<file path="src/rtl/sgm_pkg.sv">
// Shared constants and item types for the Sobel gradient magnitude block.
// No dependencies; every other file but sgm_ram imports this package.
`timescale 1ns / 1ps

package sgm_pkg;

  // Image geometry
  localparam int MAX_WIDTH    = 2048;
  localparam int HEIGHT_LIMIT = 2048;
  localparam int MIN_DIM      = 3;
  localparam int POS_W        = 11;

  // Configuration port
  localparam int CFG_W     = 12;
  localparam int CFG_IDX_W = 1;
  localparam logic [CFG_IDX_W-1:0] CFG_IMAGE_WIDTH  = 1'b0;
  localparam logic [CFG_IDX_W-1:0] CFG_IMAGE_HEIGHT = 1'b1;
  localparam logic [CFG_W-1:0] WIDTH_RESET  = 12'd640;
  localparam logic [CFG_W-1:0] HEIGHT_RESET = 12'd480;

  // Queue between front and back
  localparam int MQ_DEPTH = 4;
  localparam int MQ_PTR_W = $clog2(MQ_DEPTH);
  localparam int MQ_CNT_W = $clog2(MQ_DEPTH + 1);

  // Result queue in the back part
  localparam int OQ_DEPTH = 8;
  localparam int OQ_PTR_W = $clog2(OQ_DEPTH);
  localparam int OQ_CNT_W = $clog2(OQ_DEPTH + 1);

  typedef struct packed {
    logic [7:0] pixel;
    logic       frame_start;
  } in_item_t;

  typedef struct packed {
    logic [7:0]       magnitude;
    logic [POS_W-1:0] center_row;
    logic [POS_W-1:0] center_col;
    logic             frame_last;
  } out_item_t;

  // Scaled gradients and tags of one full window
  typedef struct packed {
    logic signed [8:0] gx;
    logic signed [8:0] gy;
    logic [POS_W-1:0]  row;
    logic [POS_W-1:0]  col;
    logic              last;
  } grad_item_t;

  typedef struct packed {
    logic       valid;
    grad_item_t item;
  } grad_push_t;

  typedef struct packed {
    logic                valid;
    logic [MQ_CNT_W-1:0] count;
  } mq_stat_t;

endpackage

</file>
<file path="src/rtl/sgm_queue.sv">
// Short queue of gradient items between the front and back parts.
// Depends on sgm_pkg.
`timescale 1ns / 1ps

module sgm_queue (
  input  logic                clk,
  input  logic                rst_n,
  input  sgm_pkg::grad_push_t grad_push,
  input  logic                pop,
  output sgm_pkg::grad_item_t head,
  output sgm_pkg::mq_stat_t   mq_stat
);
  import sgm_pkg::*;

  grad_item_t          mem_r [MQ_DEPTH];
  logic [MQ_PTR_W-1:0] wr_ptr_r, rd_ptr_r;
  logic [MQ_CNT_W-1:0] count_r, count_nxt;

  always_comb begin
    count_nxt = count_r;
    if (grad_push.valid && !pop) begin
      count_nxt = count_r + MQ_CNT_W'(1);
    end else if (!grad_push.valid && pop) begin
      count_nxt = count_r - MQ_CNT_W'(1);
    end
  end

  always_ff @(posedge clk) begin
    if (!rst_n) begin
      wr_ptr_r <= '0;
      rd_ptr_r <= '0;
      count_r  <= '0;
    end else begin
      count_r <= count_nxt;
      if (grad_push.valid) begin
        wr_ptr_r <= wr_ptr_r + MQ_PTR_W'(1);
      end
      if (pop) begin
        rd_ptr_r <= rd_ptr_r + MQ_PTR_W'(1);
      end
    end
  end

  always_ff @(posedge clk) begin
    if (grad_push.valid) begin
      mem_r[wr_ptr_r] <= grad_push.item;
    end
  end

  assign head          = mem_r[rd_ptr_r];
  assign mq_stat.valid = (count_r != '0);
  assign mq_stat.count = count_r;

endmodule

</file>
<file path="config.mk">
export PLATFORM = sky130hd
export DESIGN_NAME = sgm_queue
export DESIGN_NICKNAME = d
export VERILOG_FILES = /design/src/rtl/sgm_pkg.sv /design/src/rtl/sgm_queue.sv
export SDC_FILE = /design/constraint.sdc
export NUM_CORES = 1
export LEC_CHECK = 0
export BUFFER_PORTS_ARGS = -buffer_cell sky130_fd_sc_hd__buf_2
export CORE_UTILIZATION = 35
export CTS_BUF_LIST = sky130_fd_sc_hd__clkbuf_8 sky130_fd_sc_hd__clkbuf_16
export DETAILED_ROUTE_END_ITERATION = 6
export SKIP_LAST_GASP = 1
export SYNTH_ARGS = -nofsm -noshare
export SYNTH_HDL_FRONTEND = slang
export SYNTH_SLANG_ARGS = --single-unit
</file>
<file path="constraint.sdc">
create_clock -name clk -period 5.9 [get_ports clk]
set_clock_uncertainty 0.1 [all_clocks]
set_input_delay 0.59 -clock clk [delete_from_list [all_inputs] [get_ports clk]]
set_output_delay 0.59 -clock clk [all_outputs]
set_load 0.05 [all_outputs]
</file>
==> summary.md <==
| Metric | Value |
|---|---|
| Peak supply drop | `a little under 200 uV` |
| Slew Limit Fails | `0` |
| Endpoint of the worst setup timing path | `head[31]` |
| Starting utilization of the core area | `35.7%` |
| DR DRC count | `0` |
| Register area share after synthesis | `79.7%` |
| Grt total ovfl | `0` |
| Slew HR | `between 20% and 30%` |
| Number of vias after detailed routing | `~2,900` |
| Number of sinks handled by clock tree synthesis | `about 170` |
| Detailed Place HPWL | `about 6 mm` |
| Area of the multi-input gates | `about 0.0012 mm2` |
| Result of the run | `complete, no violations` |
| Leakage power of the design | `around 0.0026 uW` |
| Floorplan row count | `a little under 50` |
| Number of search-and-repair iterations in the first detailed-routing pass | `4` |
| # Post-CTS Setup Buffers | `0` |
| Number of cells traversed by the worst register-to-register path | `4` |
| Final hold violations | `0` |
| Routed WL | `roughly 11 mm` |
| Hold-fix buffer count after cts | `0` |
| Total power density per cell area | `384 mW/mm2` |
| Worst Path Class, Setup | `register to output port` |
| Mean number of vias per cell | `roughly 4.7` |
| Wire length of the first global-routing pass | `~16 mm` |
| I/O pin count | `90` |
| Transition time at the pin with the least slew margin | `between 1000 and 1500 ps` |
| Count of different cell masters after synthesis | `20` |
| Total clock buffers created by CTS | `17` |
| Leading cell types in the layout, fill and taps excluded | `164 x sky130_fd_sc_hd__edfxtp_1, 89 x sky130_fd_sc_hd__buf_2, 40 x sky130_fd_sc_hd__mux4_2` |
| Layout-stage area growth over the synthesis result | `19.4%` |
| FMAX | `344 MHz` |
| PortBufs | `89` |
| Shortest clock period the worst path allows after layout | `2910 ps` |
| Number of antenna violations at the first check in global routing | `0` |
| Class of the tightest hold or removal check | `primary input to register` |
| Die ar. | `0.0188 mm2` |
| Antenna diode count | `0` |
| Maximum capacitance violations | `0` |
| Setup repair after global routing missed its margin | `false` |
| Synthesized net count | `308` |
| Terminus of the critical flop-to-flop path | `mem_r[2][30]$_DFFE_PP_` |
| Worst-case setup margin in the final layout | `roughly 3000 ps` |
| Share of the clock period used by the worst path after layout | `between 40% and 50%` |
| Clock-pin slew on the worst setup and hold paths | `60 ps` |
| Critical path fanouts, max | `41` |
| FF+latch area | `a little over 0.005 mm2` |
| Most common cell after layout, fill and taps aside | `sky130_fd_sc_hd__edfxtp_1` |
| Pre-CTS setup slack | `between 3000 and 4000 ps` |
| Average instance area after synthesis | `about 25 um2` |
| Syn Std Cell Area | `~0.0064 mm2` |
| DRT iter0 DRCs | `181` |
| Worst skew pair latency | `420 ps` |
| Mean routed wirelength per cell | `between 15 and 20 um` |
| Number of instances on the worst hold path | `1` |
| Placer Congestion | `approximately 0.60` |
| Number of storage elements in the synthesis netlist | `173` |
| Number of filler cells placed in the layout | `between 1,500 and 2,000` |
| Synth Warn # | `0` |
| H-tree levels | `4` |
| CTS tree | `done` |
| Final sum of negative setup slack | `0 ps` |
| Worst Setup Start Kind | `register` |
| Instance count of the mapped netlist | `about 260` |
| Clock Path Buffers | `2` |
| R2R Setup Slk | `about 4200 ps` |
| Post-cts resize count | `0` |
| Setup violation total in the final timing report | `0` |
| Maximum number of pins on one net before global-route repair | `42` |
| Endpoint kind of the worst setup timing path | `output port` |
| Required time reported for the critical path endpoint | `5210 ps` |
| Overall track demand over capacity in global routing | `12.3%` |
| Data arrival time of the critical path | `2220 ps` |
| Chip width | `roughly 140 um` |
| Fraction of layout cells with a size suffix above 1 | `44.4%` |
| Start of the worst register-to-register path | `wr_ptr_r[0]$_SDFFE_PN0P_` |
| Die height | `around 140 um` |
| Final antenna-violating net count | `0` |
| Placeable core region | `approximately 0.018 mm2` |
| Number of nets in the finished design | `between 400 and 500` |
| Clk root buf | `sky130_fd_sc_hd__clkbuf_16` |
| Vias in the first global route | `between 2,000 and 3,000` |
-- registers in the layout, indices dropped and copies added (netlist names), named ones only --
signal / count
mem_r: 164
count_r: 3
rd_ptr_r: 2
wr_ptr_r: 2
-- metal layers --
layer | global-route usage, % | part of all wire, %
met5 | 0 | 0
met4 | 6.04 | 1.5
met3 | 4.27 | 5.2
met2 | 19.1 | 50
met1 | 15.3 | 43
-- synthesized netlist by cell type (all sizes together) --
library cell,count,area (um2)
edfxtp,164,4920
mux4,41,927
buf,10,115
and2,9,56.3
dfxtp,9,180
ha,5,62.6
inv,4,15.0
xor2,3,26.3
mux2i,2,20.0
nor2b,2,12.5
or3,2,12.5
xnor2,2,17.5
a21boi,1,7.51
fa,1,20.0
nand2,1,3.75
o21ai,1,5.00
-- power by group --
part / switching (uW) / internal (uW)
clock: 440 / 657
combinational: 261 / 123
sequential: 43.3 / 1410
total: 745 / 2190
-- stage by stage --
step	std cells	total power [uW]	hold slack, ps	cell area [um2]	util, %
floorplan	257	1780	428	6410	-
global placement	569	1860	386	7060	39.3
detailed placement	569	1870	416	7060	39.3
CTS	601	2970	261	7650	42.6
global route	601	3040	261	7650	42.6
finish	601	2930	284	7650	42.6
-- worst min path at each step --
stage,start,to
floorplan,wr_ptr_r[1]$_SDFFE_PN0P_,wr_ptr_r[1]$_SDFFE_PN0P_
global placement,count_r[2]$_SDFFE_PN0P_,count_r[2]$_SDFFE_PN0P_
detailed placement,count_r[2]$_SDFFE_PN0P_,count_r[2]$_SDFFE_PN0P_
CTS,grad_push[22],mem_r[2][22]$_DFFE_PP_
global route,grad_push[22],mem_r[3][22]$_DFFE_PP_
finish,grad_push[35],mem_r[2][35]$_DFFE_PP_
-- critical path: stages (launching register included) --
cell	delay, ps
sky130_fd_sc_hd__dfxtp_4	920
sky130_fd_sc_hd__mux4_1	640
sky130_fd_sc_hd__buf_2	220
-- cells by family (layout without fill, tap and decap cells) --
family,count (synthesis),count (layout),share of synthesized area [%]
flops,173,173,79.7
mux,43,43,14.8
simple gates,14,14,1.33
buf+inv,14,129,2.03
fa+ha+maj,6,6,1.29
xor+xnor,5,5,0.684
compound gates,2,2,0.195
-- cell type report --
cell class | count | area share (%)
clock inverters | 15 | 2.06
flip-flops and latches | 173 | 66.8
inverters | 4 | 0.196
multi-input cells | 70 | 15.4
repair buffers | 93 | 6.22
well taps | 229 | 3.75
clock buffers | 17 | 5.56
(Power assumes the default switching activity.)
