File: config.mk
export PLATFORM = sky130hd
export DESIGN_NAME = sgm_back
export DESIGN_NICKNAME = d
export VERILOG_FILES = /design/src/rtl/sgm_pkg.sv /design/src/rtl/sgm_back.sv
export SDC_FILE = /design/constraint.sdc
export NUM_CORES = 1
export LEC_CHECK = 0
export BUFFER_PORTS_ARGS = -buffer_cell sky130_fd_sc_hd__buf_2
export CAP_MARGIN = 15
export CORE_MARGIN = 3
export CORE_UTILIZATION = 45
export CTS_BUF_LIST = sky130_fd_sc_hd__clkbuf_8
export CTS_CLUSTER_SIZE = 10
export DETAILED_ROUTE_END_ITERATION = 10
export SYNTH_ARGS = -nofsm -noshare
export SYNTH_HDL_FRONTEND = slang
export SYNTH_SLANG_ARGS = --single-unit
File: constraint.sdc
create_clock -name clk -period 13.9 [get_ports clk]
set_input_delay 0.695 -clock clk [delete_from_list [all_inputs] [get_ports clk]]
set_output_delay 0.695 -clock clk [all_outputs]
set_load 0.005 [all_outputs]
File: src/rtl/sgm_pkg.sv
// Shared constants and item types for the Sobel gradient magnitude block.
// No dependencies; every other file but sgm_ram imports this package.
`timescale 1ns / 1ps

package sgm_pkg;

  // Image geometry
  localparam int MAX_WIDTH    = 2048;
  localparam int HEIGHT_LIMIT = 2048;
  localparam int MIN_DIM      = 3;
  localparam int POS_W        = 11;

  // Configuration port
  localparam int CFG_W     = 12;
  localparam int CFG_IDX_W = 1;
  localparam logic [CFG_IDX_W-1:0] CFG_IMAGE_WIDTH  = 1'b0;
  localparam logic [CFG_IDX_W-1:0] CFG_IMAGE_HEIGHT = 1'b1;
  localparam logic [CFG_W-1:0] WIDTH_RESET  = 12'd640;
  localparam logic [CFG_W-1:0] HEIGHT_RESET = 12'd480;

  // Queue between front and back
  localparam int MQ_DEPTH = 4;
  localparam int MQ_PTR_W = $clog2(MQ_DEPTH);
  localparam int MQ_CNT_W = $clog2(MQ_DEPTH + 1);

  // Result queue in the back part
  localparam int OQ_DEPTH = 8;
  localparam int OQ_PTR_W = $clog2(OQ_DEPTH);
  localparam int OQ_CNT_W = $clog2(OQ_DEPTH + 1);

  typedef struct packed {
    logic [7:0] pixel;
    logic       frame_start;
  } in_item_t;

  typedef struct packed {
    logic [7:0]       magnitude;
    logic [POS_W-1:0] center_row;
    logic [POS_W-1:0] center_col;
    logic             frame_last;
  } out_item_t;

  // Scaled gradients and tags of one full window
  typedef struct packed {
    logic signed [8:0] gx;
    logic signed [8:0] gy;
    logic [POS_W-1:0]  row;
    logic [POS_W-1:0]  col;
    logic              last;
  } grad_item_t;

  typedef struct packed {
    logic       valid;
    grad_item_t item;
  } grad_push_t;

  typedef struct packed {
    logic                valid;
    logic [MQ_CNT_W-1:0] count;
  } mq_stat_t;

endpackage

File: src/rtl/sgm_back.sv
// Back part: squares, saturated integer square root over two stages, and the
// result queue. Depends on sgm_pkg.
`timescale 1ns / 1ps

module sgm_back (
  input  logic                clk,
  input  logic                rst_n,
  input  sgm_pkg::mq_stat_t   mq_stat,
  input  sgm_pkg::grad_item_t head,
  output logic                mq_pop,
  output logic                out_empty,
  input  logic                out_pop,
  output sgm_pkg::out_item_t  out_item
);
  import sgm_pkg::*;

  // Above this sum the root is at least 255
  localparam logic [15:0] SQ_SAT = 16'd65025;
  localparam logic [15:0] BIT_HI = 16'h4000;
  localparam logic [15:0] BIT_LO = 16'h0040;

  typedef struct packed {
    logic [15:0] rem;
    logic [15:0] root;
  } sq_state_t;

  typedef struct packed {
    logic [POS_W-1:0] row;
    logic [POS_W-1:0] col;
    logic             last;
  } tag_t;

  logic        take;
  logic [OQ_CNT_W-1:0] in_flight;

  logic        p1_v_r, p2_v_r, p3_v_r;
  tag_t        p1_tag_r, p2_tag_r, p3_tag_r;
  logic [15:0] sqx_r, sqy_r, sum_r;
  sq_state_t   p3_st_r, st_a, st_b;
  logic [8:0]  ax9, ay9;
  logic [16:0] sum_full;

  out_item_t           oq_r [OQ_DEPTH];
  logic [OQ_PTR_W-1:0] oq_wr_r, oq_rd_r;
  logic [OQ_CNT_W-1:0] oq_count_r, oq_count_nxt;
  logic                oq_pop;

  // One restoring square root step
  function automatic sq_state_t sqrt_step(input sq_state_t s, input logic [15:0] b);
    logic [16:0] trial;
    sq_state_t   r;
    trial = {1'b0, s.root} + {1'b0, b};
    if ({1'b0, s.rem} >= trial) begin
      r.rem  = s.rem - trial[15:0];
      r.root = (s.root >> 1) + b;
    end else begin
      r.rem  = s.rem;
      r.root = s.root >> 1;
    end
    return r;
  endfunction

  // Take an item only when its result is sure to find room
  assign in_flight = OQ_CNT_W'(p1_v_r) + OQ_CNT_W'(p2_v_r) + OQ_CNT_W'(p3_v_r);
  assign take      = mq_stat.valid && ((oq_count_r + in_flight) < OQ_CNT_W'(OQ_DEPTH));
  assign mq_pop    = take;

  always_ff @(posedge clk) begin
    if (!rst_n) begin
      p1_v_r <= 1'b0;
      p2_v_r <= 1'b0;
      p3_v_r <= 1'b0;
    end else begin
      p1_v_r <= take;
      p2_v_r <= p1_v_r;
      p3_v_r <= p2_v_r;
    end
  end

  // Stage 1: squares of the absolute gradients
  assign ax9 = head.gx[8] ? (~head.gx + 9'sd1) : head.gx;
  assign ay9 = head.gy[8] ? (~head.gy + 9'sd1) : head.gy;

  always_ff @(posedge clk) begin
    if (take) begin
      sqx_r    <= ax9[7:0] * ax9[7:0];
      sqy_r    <= ay9[7:0] * ay9[7:0];
      p1_tag_r <= '{row: head.row, col: head.col, last: head.last};
    end
  end

  // Stage 2: sum, clamped where the root saturates
  assign sum_full = {1'b0, sqx_r} + {1'b0, sqy_r};

  always_ff @(posedge clk) begin
    sum_r    <= (sum_full > {1'b0, SQ_SAT}) ? SQ_SAT : sum_full[15:0];
    p2_tag_r <= p1_tag_r;
  end

  // Stage 3: upper four root bits
  always_comb begin
    st_a.rem  = sum_r;
    st_a.root = '0;
    for (int i = 0; i < 4; i++) begin
      st_a = sqrt_step(st_a, BIT_HI >> (2 * i));
    end
  end

  always_ff @(posedge clk) begin
    p3_st_r  <= st_a;
    p3_tag_r <= p2_tag_r;
  end

  // Lower four root bits, written straight into the result queue
  always_comb begin
    st_b = p3_st_r;
    for (int i = 0; i < 4; i++) begin
      st_b = sqrt_step(st_b, BIT_LO >> (2 * i));
    end
  end

  // Result queue
  assign oq_pop = out_pop && !out_empty;

  always_comb begin
    oq_count_nxt = oq_count_r;
    if (p3_v_r && !oq_pop) begin
      oq_count_nxt = oq_count_r + OQ_CNT_W'(1);
    end else if (!p3_v_r && oq_pop) begin
      oq_count_nxt = oq_count_r - OQ_CNT_W'(1);
    end
  end

  always_ff @(posedge clk) begin
    if (!rst_n) begin
      oq_wr_r    <= '0;
      oq_rd_r    <= '0;
      oq_count_r <= '0;
    end else begin
      oq_count_r <= oq_count_nxt;
      if (p3_v_r) begin
        oq_wr_r <= oq_wr_r + OQ_PTR_W'(1);
      end
      if (oq_pop) begin
        oq_rd_r <= oq_rd_r + OQ_PTR_W'(1);
      end
    end
  end

  always_ff @(posedge clk) begin
    if (p3_v_r) begin
      oq_r[oq_wr_r] <= '{magnitude:  st_b.root[7:0],
                         center_row: p3_tag_r.row,
                         center_col: p3_tag_r.col,
                         frame_last: p3_tag_r.last};
    end
  end

  assign out_empty = (oq_count_r == '0);
  assign out_item  = oq_r[oq_rd_r];

endmodule

==> metrics.md, run 1 <==
| Metric | Value |
|---|---|
| Outcome | finished clean |
| Mapped Avg Cell Area | 13.9 um^2 |
| Max-slew violation count | 0 |
| Area delta synth->final | 12.6% |
| Share of cells above drive strength 1 | 20.6% |
| Worst Skew | 0.0238 ns |
| Fin crit period | 9.49 ns |
| Worst r2r src | p3_st_r[11] |
| Placed Area | 21000 um^2 |
| Ports | 81 |
| Max-cap violations | 0 |
| WL per Instance | 17.8 um |
| Worst-path clk slew | 0.06 ns |
| Ant. Diodes | 0 |
| CP Class | flop to flop |
| Syn. warnings | 0 |
| IO buf count | 77 |
| CP max stage cell | o21ai_2 |
| Setup bufs post-CTS | 0 |
| First-pass GRT wire length | 63900 um |
| Core area | 43300 um^2 |
| Cell count after synthesis | 1427 |
| Synth Register Bits | between 300 and 400 |
| Final setup viols | 0 |
| Routed Antenna Nets | 0 |
| Setup TNS | 0 ns |
| Drt drc | 0 |
| Initial drt markers | 801 |
| Area share of fa/ha/maj cells after synthesis | 12.8% |
| Root Buffer | clkbuf_8 |
| Filler cell count in the final layout | 3727 |
| Die W | between 200 and 250 um |
| Worst Setup SP | p3_st_r[11] |
| Seq/Total Area, Yosys | 55.5% |
| Die Ht | 216 um |
| Via/cell ratio | roughly 5.3 |
| Mux contribution to synthesized area | 9.48% |
| WP data arrival | 9.76 ns |
| Num rows | 76 |
| Final hold vios | 0 |
| Via Count | between 10000 and 15000 |
| Worst slew margin | about 30% |
| Drt total wl | just under 40000 um |
| Max clock buf depth | 3 |
| Post-synth EDFFs | 301 |
| Hold buffers post-CTS | 0 |
| Cell mode on critical path | ha_1 |
| Max stage delay on crit path | ~0.81 ns |
| R2R setup slack | 4.41 ns |
| H-tree lvl count | 3 |
| Clk sinks | about 400 |
| Synth Area in Simple Gates | under 10% |
| Slew @ Worst Pin | 1.05 ns |
| Initial Utilization | 45.8% |
| Period utilization | 68.3% |
| Largest family of logic cells by synthesized area | adder cells |
| Hold WC Path Type | input port to flop |
| Worst Setup Start Kind | flop |
| Pin count of the biggest net entering global routing | 63 |
| CTS tree | yes |
| Vias in the first global route | 12100 |
| Overall Global Routing Usage | 17.2% |
| Drt pass-1 iters | 4 |
| Top_reg_cell synth | edfxtp_1 |
| Clk_lat worst skew | 0.60 ns |
| Cell variety after synth | 86 |
| Gr ovfl total | 0 |
| GP Congestion | ~0.8 |
| Max Fclk | 0.105 GHz |
| Mapped Area | between 15000 and 20000 um^2 |
| RSZ-0062 raised after global routing | no |
| Critical Path Fanout Max | 21 |
| Post-synth ARST share | 0% |
| Initial antenna violation count | 0 |
| Die area | 46600 um^2 |
| Critical Path End Type | flop |
| Post-Synth XOR/XNOR Area | about 4.2% |
| Compound-Gate Fraction of Synth Area | under 10% |
| Post-cts resize count | 0 |
| Critical Path RT | 14.17 ns |
| Worst hold path startpoint | head[14] |
| Fin area | 22300 um^2 |
| CTS Buf Count | 68 |
| Post-DP HPWL | roughly 26000 um |
| Layout Nets | 1781 |
metal layers:
| metal | share of wire [%] | track usage (%) |
|---|---|---|
| met3 | 4.8 | 3.60 |
| met2 | 46 | 26.7 |
| met5 | 0 | 0 |
| met1 | 47 | 24.6 |
| met4 | 2.2 | 5.18 |
synth_stat cells, types with 18 or more instances:
cell type / count / area (um^2)
edfxtp_1: 301 / 9040
ha_1: 119 / 1490
inv_1: 106 / 398
nor2_1: 105 / 394
dfxtp_1: 98 / 1960
xnor2_1: 64 / 561
mux4_2: 62 / 1400
a21oi_1: 60 / 300
fa_1: 52 / 1040
nand2_1: 52 / 195
o21ai_0: 36 / 180
mux2_2: 33 / 372
xor2_1: 31 / 272
nor3_1: 23 / 115
o21bai_1: 21 / 158
clkbuf_1: 18 / 67.6
registers in the layout, summed over array words and instances, names as in the netlist, named ones only:
| signal | cells |
|---|---|
| oq_count_r | 4 |
| oq_rd_r | 3 |
| sqx_r | 15 |
| p1_tag_r | 23 |
| p3_tag_r | 23 |
| p1_v_r | 1 |
| p2_tag_r | 23 |
| p3_st_r | 20 |
| sqy_r | 15 |
| p2_v_r | 1 |
| oq_wr_r | 3 |
| sum_r | 16 |
| oq_r | 248 |
| p3_v_r | 1 |
critical path, delay by kind of cell, from the launching register on:
| kind | cells | cell delay, ns |
|---|---|---|
| multiplexers | 1 | 0.30 |
| flip-flops | 1 | 0.47 |
| AND/OR/NAND/NOR | 10 | 2.59 |
| buffers and inverters | 4 | 0.91 |
| adder cells (fa/ha/maj) | 4 | 1.48 |
| AO/OA/AOI/OAI | 11 | 3.41 |
final timing paths:
path,endpoint,depth (start not counted)
setup / recovery,oq_r[4][23],30
hold reg to reg,p3_tag_r[10],0
hold / removal,p1_tag_r[14],1
setup reg to reg,oq_r[4][23],30
cell families (layout without fill, tap and decap cells):
kind of cell,after synthesis,in the layout
fa+ha+maj,171,171
compound gates,213,213
buf+inv,138,326
flops,399,399
mux,106,106
simple gates,304,304
other cells,1,4
xor+xnor,95,95
stage by stage:
step           utilization (%)  instances  hold slack [ns]  setup WS [ns]
3_3_place_gp              48.5       2077            0.312           4.68
4_1_cts                   51.6       2203            0.202           4.43
3_5_place_dp              48.5       2077            0.312           4.48
6_report                  51.6       2203            0.263           4.41
5_1_grt                   51.6       2203            0.203           3.67
2_1_floorplan                -       1430            0.310           6.33
layout by cell type, fill, tap and decap left out, drive strengths merged, types with 5 or more instances in the layout:
cell      n
fa       52
mux4     62
nor4     10
nand2    54
a21oi    60
or3      10
clkbuf   76
dfxtp    98
o21ai    40
nand2b   14
nor2    105
a31oi    11
a211oi    7
o21bai   21
and3      8
mux2i    10
nand4     5
edfxtp  301
a211o     6
o211ai    5
buf      89
xnor2    64
or4       5
inv     137
nor3b     5
and2     14
nor3     24
nand3     8
o21a     10
ha      119
xor2     31
a21o     14
o31ai    10
mux2     34
nor2b     8
or2      15
clkinv   19
cell type report:
| cell class | count | area [um^2] | share of cell area [%] |
|---|---|---|---|
| Multi-Input combinational cell | 893 | 8360 | 37.4 |
| Tap cell | 585 | 732 | 3.28 |
| Timing Repair Buffer | 89 | 475 | 2.13 |
| Clock inverter | 50 | 277 | 1.24 |
| Clock buffer | 76 | 1050 | 4.69 |
| Inverter | 111 | 422 | 1.89 |
| Sequential cell | 399 | 11000 | 49.3 |
Power of run 1 is left out: the tool's default activity adds up to more than one toggle a clock period on the data nets, which glitch-free logic cannot reach.
==> inputs of run 2 (changes only) <==
--- a/config.mk
+++ b/config.mk
@@ -5,6 +5,7 @@
 export SDC_FILE = /design/constraint.sdc
 export NUM_CORES = 1
 export LEC_CHECK = 0
+export ABC_AREA = 1
 export BUFFER_PORTS_ARGS = -buffer_cell sky130_fd_sc_hd__buf_2
 export CAP_MARGIN = 15
 export CORE_MARGIN = 3
==> constraint.sdc (replaced) <==
create_clock -name clk -period 9.8 [get_ports clk]
set_input_delay 0.49 -clock clk [delete_from_list [all_inputs] [get_ports clk]]
set_output_delay 0.49 -clock clk [all_outputs]
set_load 0.005 [all_outputs]
==> run 2 against run 1 <==
Compared with the run above: register-to-register slack worse by 1.6 ns; largest cell class unchanged; first-iteration DRC count decreased by 13%; count of clock-buffer cells in the layout rose by 2; design area increased by 2.1%; via count up 18%; global-route usage up 0.53 points; sequential share of layout area down 1.0 points.
==> metrics.md, run 2 <==
| Metric | Value |
|---|---|
| Synth Register Bits | 399 |
| Via/cell ratio | about 5.0 |
| Mapped Area | 20100 um^2 |
| Initial drt markers | 696 |
| Root Buffer | clkbuf_8 |
| Vias in the first global route | 13400 |
| Final WS setup | 2.79 ns |
| Post-cts resize count | 0 |
| Final setup viols | 0 |
| Drt drc | 0 |
| Mux contribution to synthesized area | 0% |
| Die W | 217 um |
| Fin crit period | 7.01 ns |
| Syn. warnings | 0 |
| Seq/Total Area, Yosys | 54.8% |
| Worst Skew | 0.0332 ns |
| Worst-path clk slew | 0.06 ns |
| Placed Instances | approximately 2600 |
| Post-DP HPWL | about 27000 um |
| Compound-Gate Fraction of Synth Area | about 9% |
| Most common cell after layout, fill and taps aside | nor2_1 |
| Max stage delay on crit path | 0.48 ns |
| Die Ht | 217 um |
| CTS tree | yes |
| CP max stage cell | dfxtp_1 |
| Post-synth ARST share | 0% |
| Fin area | 22800 um^2 |
| Synth Area in Simple Gates | 15.4% |
| Max VDD drop | 239 uV |
| Drt total wl | just over 40000 um |
| Drt pass-1 iters | 5 |
| Clk_lat worst skew | 0.66 ns |
| RSZ-0062 raised after global routing | no |
| Cell count after synthesis | 1973 |
| First-pass GRT wire length | 67700 um |
| Max clock buf depth | 3 |
| Cell mode on critical path | nand2_1 |
| Initial Utilization | between 40% and 50% |
| GP Congestion | 0.881 |
| Gr ovfl total | 0 |
| Ant. Diodes | 0 |
| Routed Antenna Nets | 0 |
| Ports | 81 |
| Worst Setup Start Kind | flop |
| Pin count of the biggest net entering global routing | 113 |
| Top cell type's share of synthesized area | 45.0% |
| Final Power | 8.37 mW |
| WHS | 0.107 ns |
| Max FFs per register | 248 |
| Via Count | 13800 |
| Cell variety after synth | just over 50 |
| Most frequent cells in the layout | 333 x nor2_1, 301 x edfxtp_1, 240 x inv_1 |
| Core area | 43600 um^2 |
| Slew @ Worst Pin | 1.11 ns |
| Final hold vios | 0 |
| Setup TNS | 0 ns |
| Worst slew margin | a little over a quarter |
| Post-synth EDFFs | between 300 and 400 |
| Leak | 9.72 nW |
| Share of cells above drive strength 1 | 12.1% |
| Post-synth top cells | 341 x nor2_1, 301 x edfxtp_1, 230 x nand2_1, 224 x inv_1, 179 x o21ai_0 |
| Outcome | finished clean |
| Clk sinks | 399 |
| Layout Nets | 2321 |
| Leading area contributor after synthesis | edfxtp_1 |
| Die area | 47200 um^2 |
| CP Class | flop to flop |
| Mapped Avg Cell Area | 10.2 um^2 |
| Cell Pwr Density | 367 nW/um^2 |
| Num rows | 76 |
| Final Non-Filler Cells | 2739 |
| Largest family of logic cells by synthesized area | simple AND/OR/NAND/NOR gates |
| Hold WC Path Type | input port to flop |
| Most common cell in the netlist | nor2_1 |
| Period utilization | just over 70% |
| Critical Path End Type | flop |
| Overall Global Routing Usage | 17.7% |
| Post-Synth XOR/XNOR Area | approximately 2.8% |
| CTS Buf Count | 61 |
| Max-slew violation count | 0 |
| Dpl ws | 2.85 ns |
| Top_reg_cell synth | edfxtp_1 |
| Area share of fa/ha/maj cells after synthesis | 12.6% |
| Critical Path Fanout Max | 21 |
| IO buf count | 77 |
| WL per Instance | 15.1 um |
| Initial antenna violation count | 0 |
| Max Fclk | 0.143 GHz |
| Final core utilization | 52.3% |
| H-tree lvl count | 2 |
| Biggest register | oq_r |
| Most area-consuming cells after synthesis | edfxtp_1 45%, dfxtp_1 9.8%, ha_1 7.4% |
| Placed Area | 21200 um^2 |
| Area delta synth->final | 13.4% |
| Max-cap violations | 0 |
| WP data arrival | 7.35 ns |
| Critical Path RT | 10.13 ns |
[run 2: worst paths after layout]
path	startpoint	to	slack, ns	cells after the start
setup reg to reg	p3_st_r[11]	oq_r[1][23]	2.79	36
hold / removal	head[23]	sqy_r[0]	0.11	1
hold reg to reg	p2_tag_r[2]	p3_tag_r[2]	0.32	0
setup / recovery	p3_st_r[11]	oq_r[1][23]	2.79	36
[run 2: cells by family after synthesis]
group                      Yosys count
and+or+nand+nor                    721
DFF                                399
AOI/OAI and AO/OA                  330
buffers and inverters              286
adders and majority gates          171
xor gates and xnor gates            65
other                                1
[run 2: timing repair]
item	CTS	global route
hold buffers	23	0
endpoints found under the setup margin	0	0
buffers inserted	0	0
hold endpoints to repair	23	0
[run 2: layout make-up]
class | instances | area, um^2
Timing Repair Buffer | 115 | 728
Tap cell | 585 | 732
Clock buffer | 78 | 1070
Multi-Input combinational cell | 1291 | 8070
Sequential cell | 399 | 11000
Clock inverter | 37 | 294
Inverter | 234 | 885
Fill cell | 3992 | 20800
[run 2: critical path: cells and delay by family (launching register included)]
kind,cells,cell delay (ns)
simple gates,19,2.54
fa+ha+maj,4,1.55
compound gates,6,1.36
buf+inv,7,0.78
flops,1,0.48
[run 2: report_power, final]
group / internal (mW) / switching, mW / leakage, nW / total (mW)
registers: 2.16 / 0.192 / 3.54 / 2.36
clock network: 0.830 / 0.645 / 0.771 / 1.48
logic: 1.67 / 2.86 / 5.41 / 4.54
[run 2: per-layer routing]
metal | up-vias | track usage, % | wire length (um)
met2 | 245 | 29.6 | 19700
li1 | 6911 | - | -
met5 | - | 0 | 0
met4 | 0 | 5.48 | 853
met1 | 6541 | 24.1 | 19200
met3 | 69 | 2.57 | 1590
No activity file was read; power rests on OpenSTA's default activity.
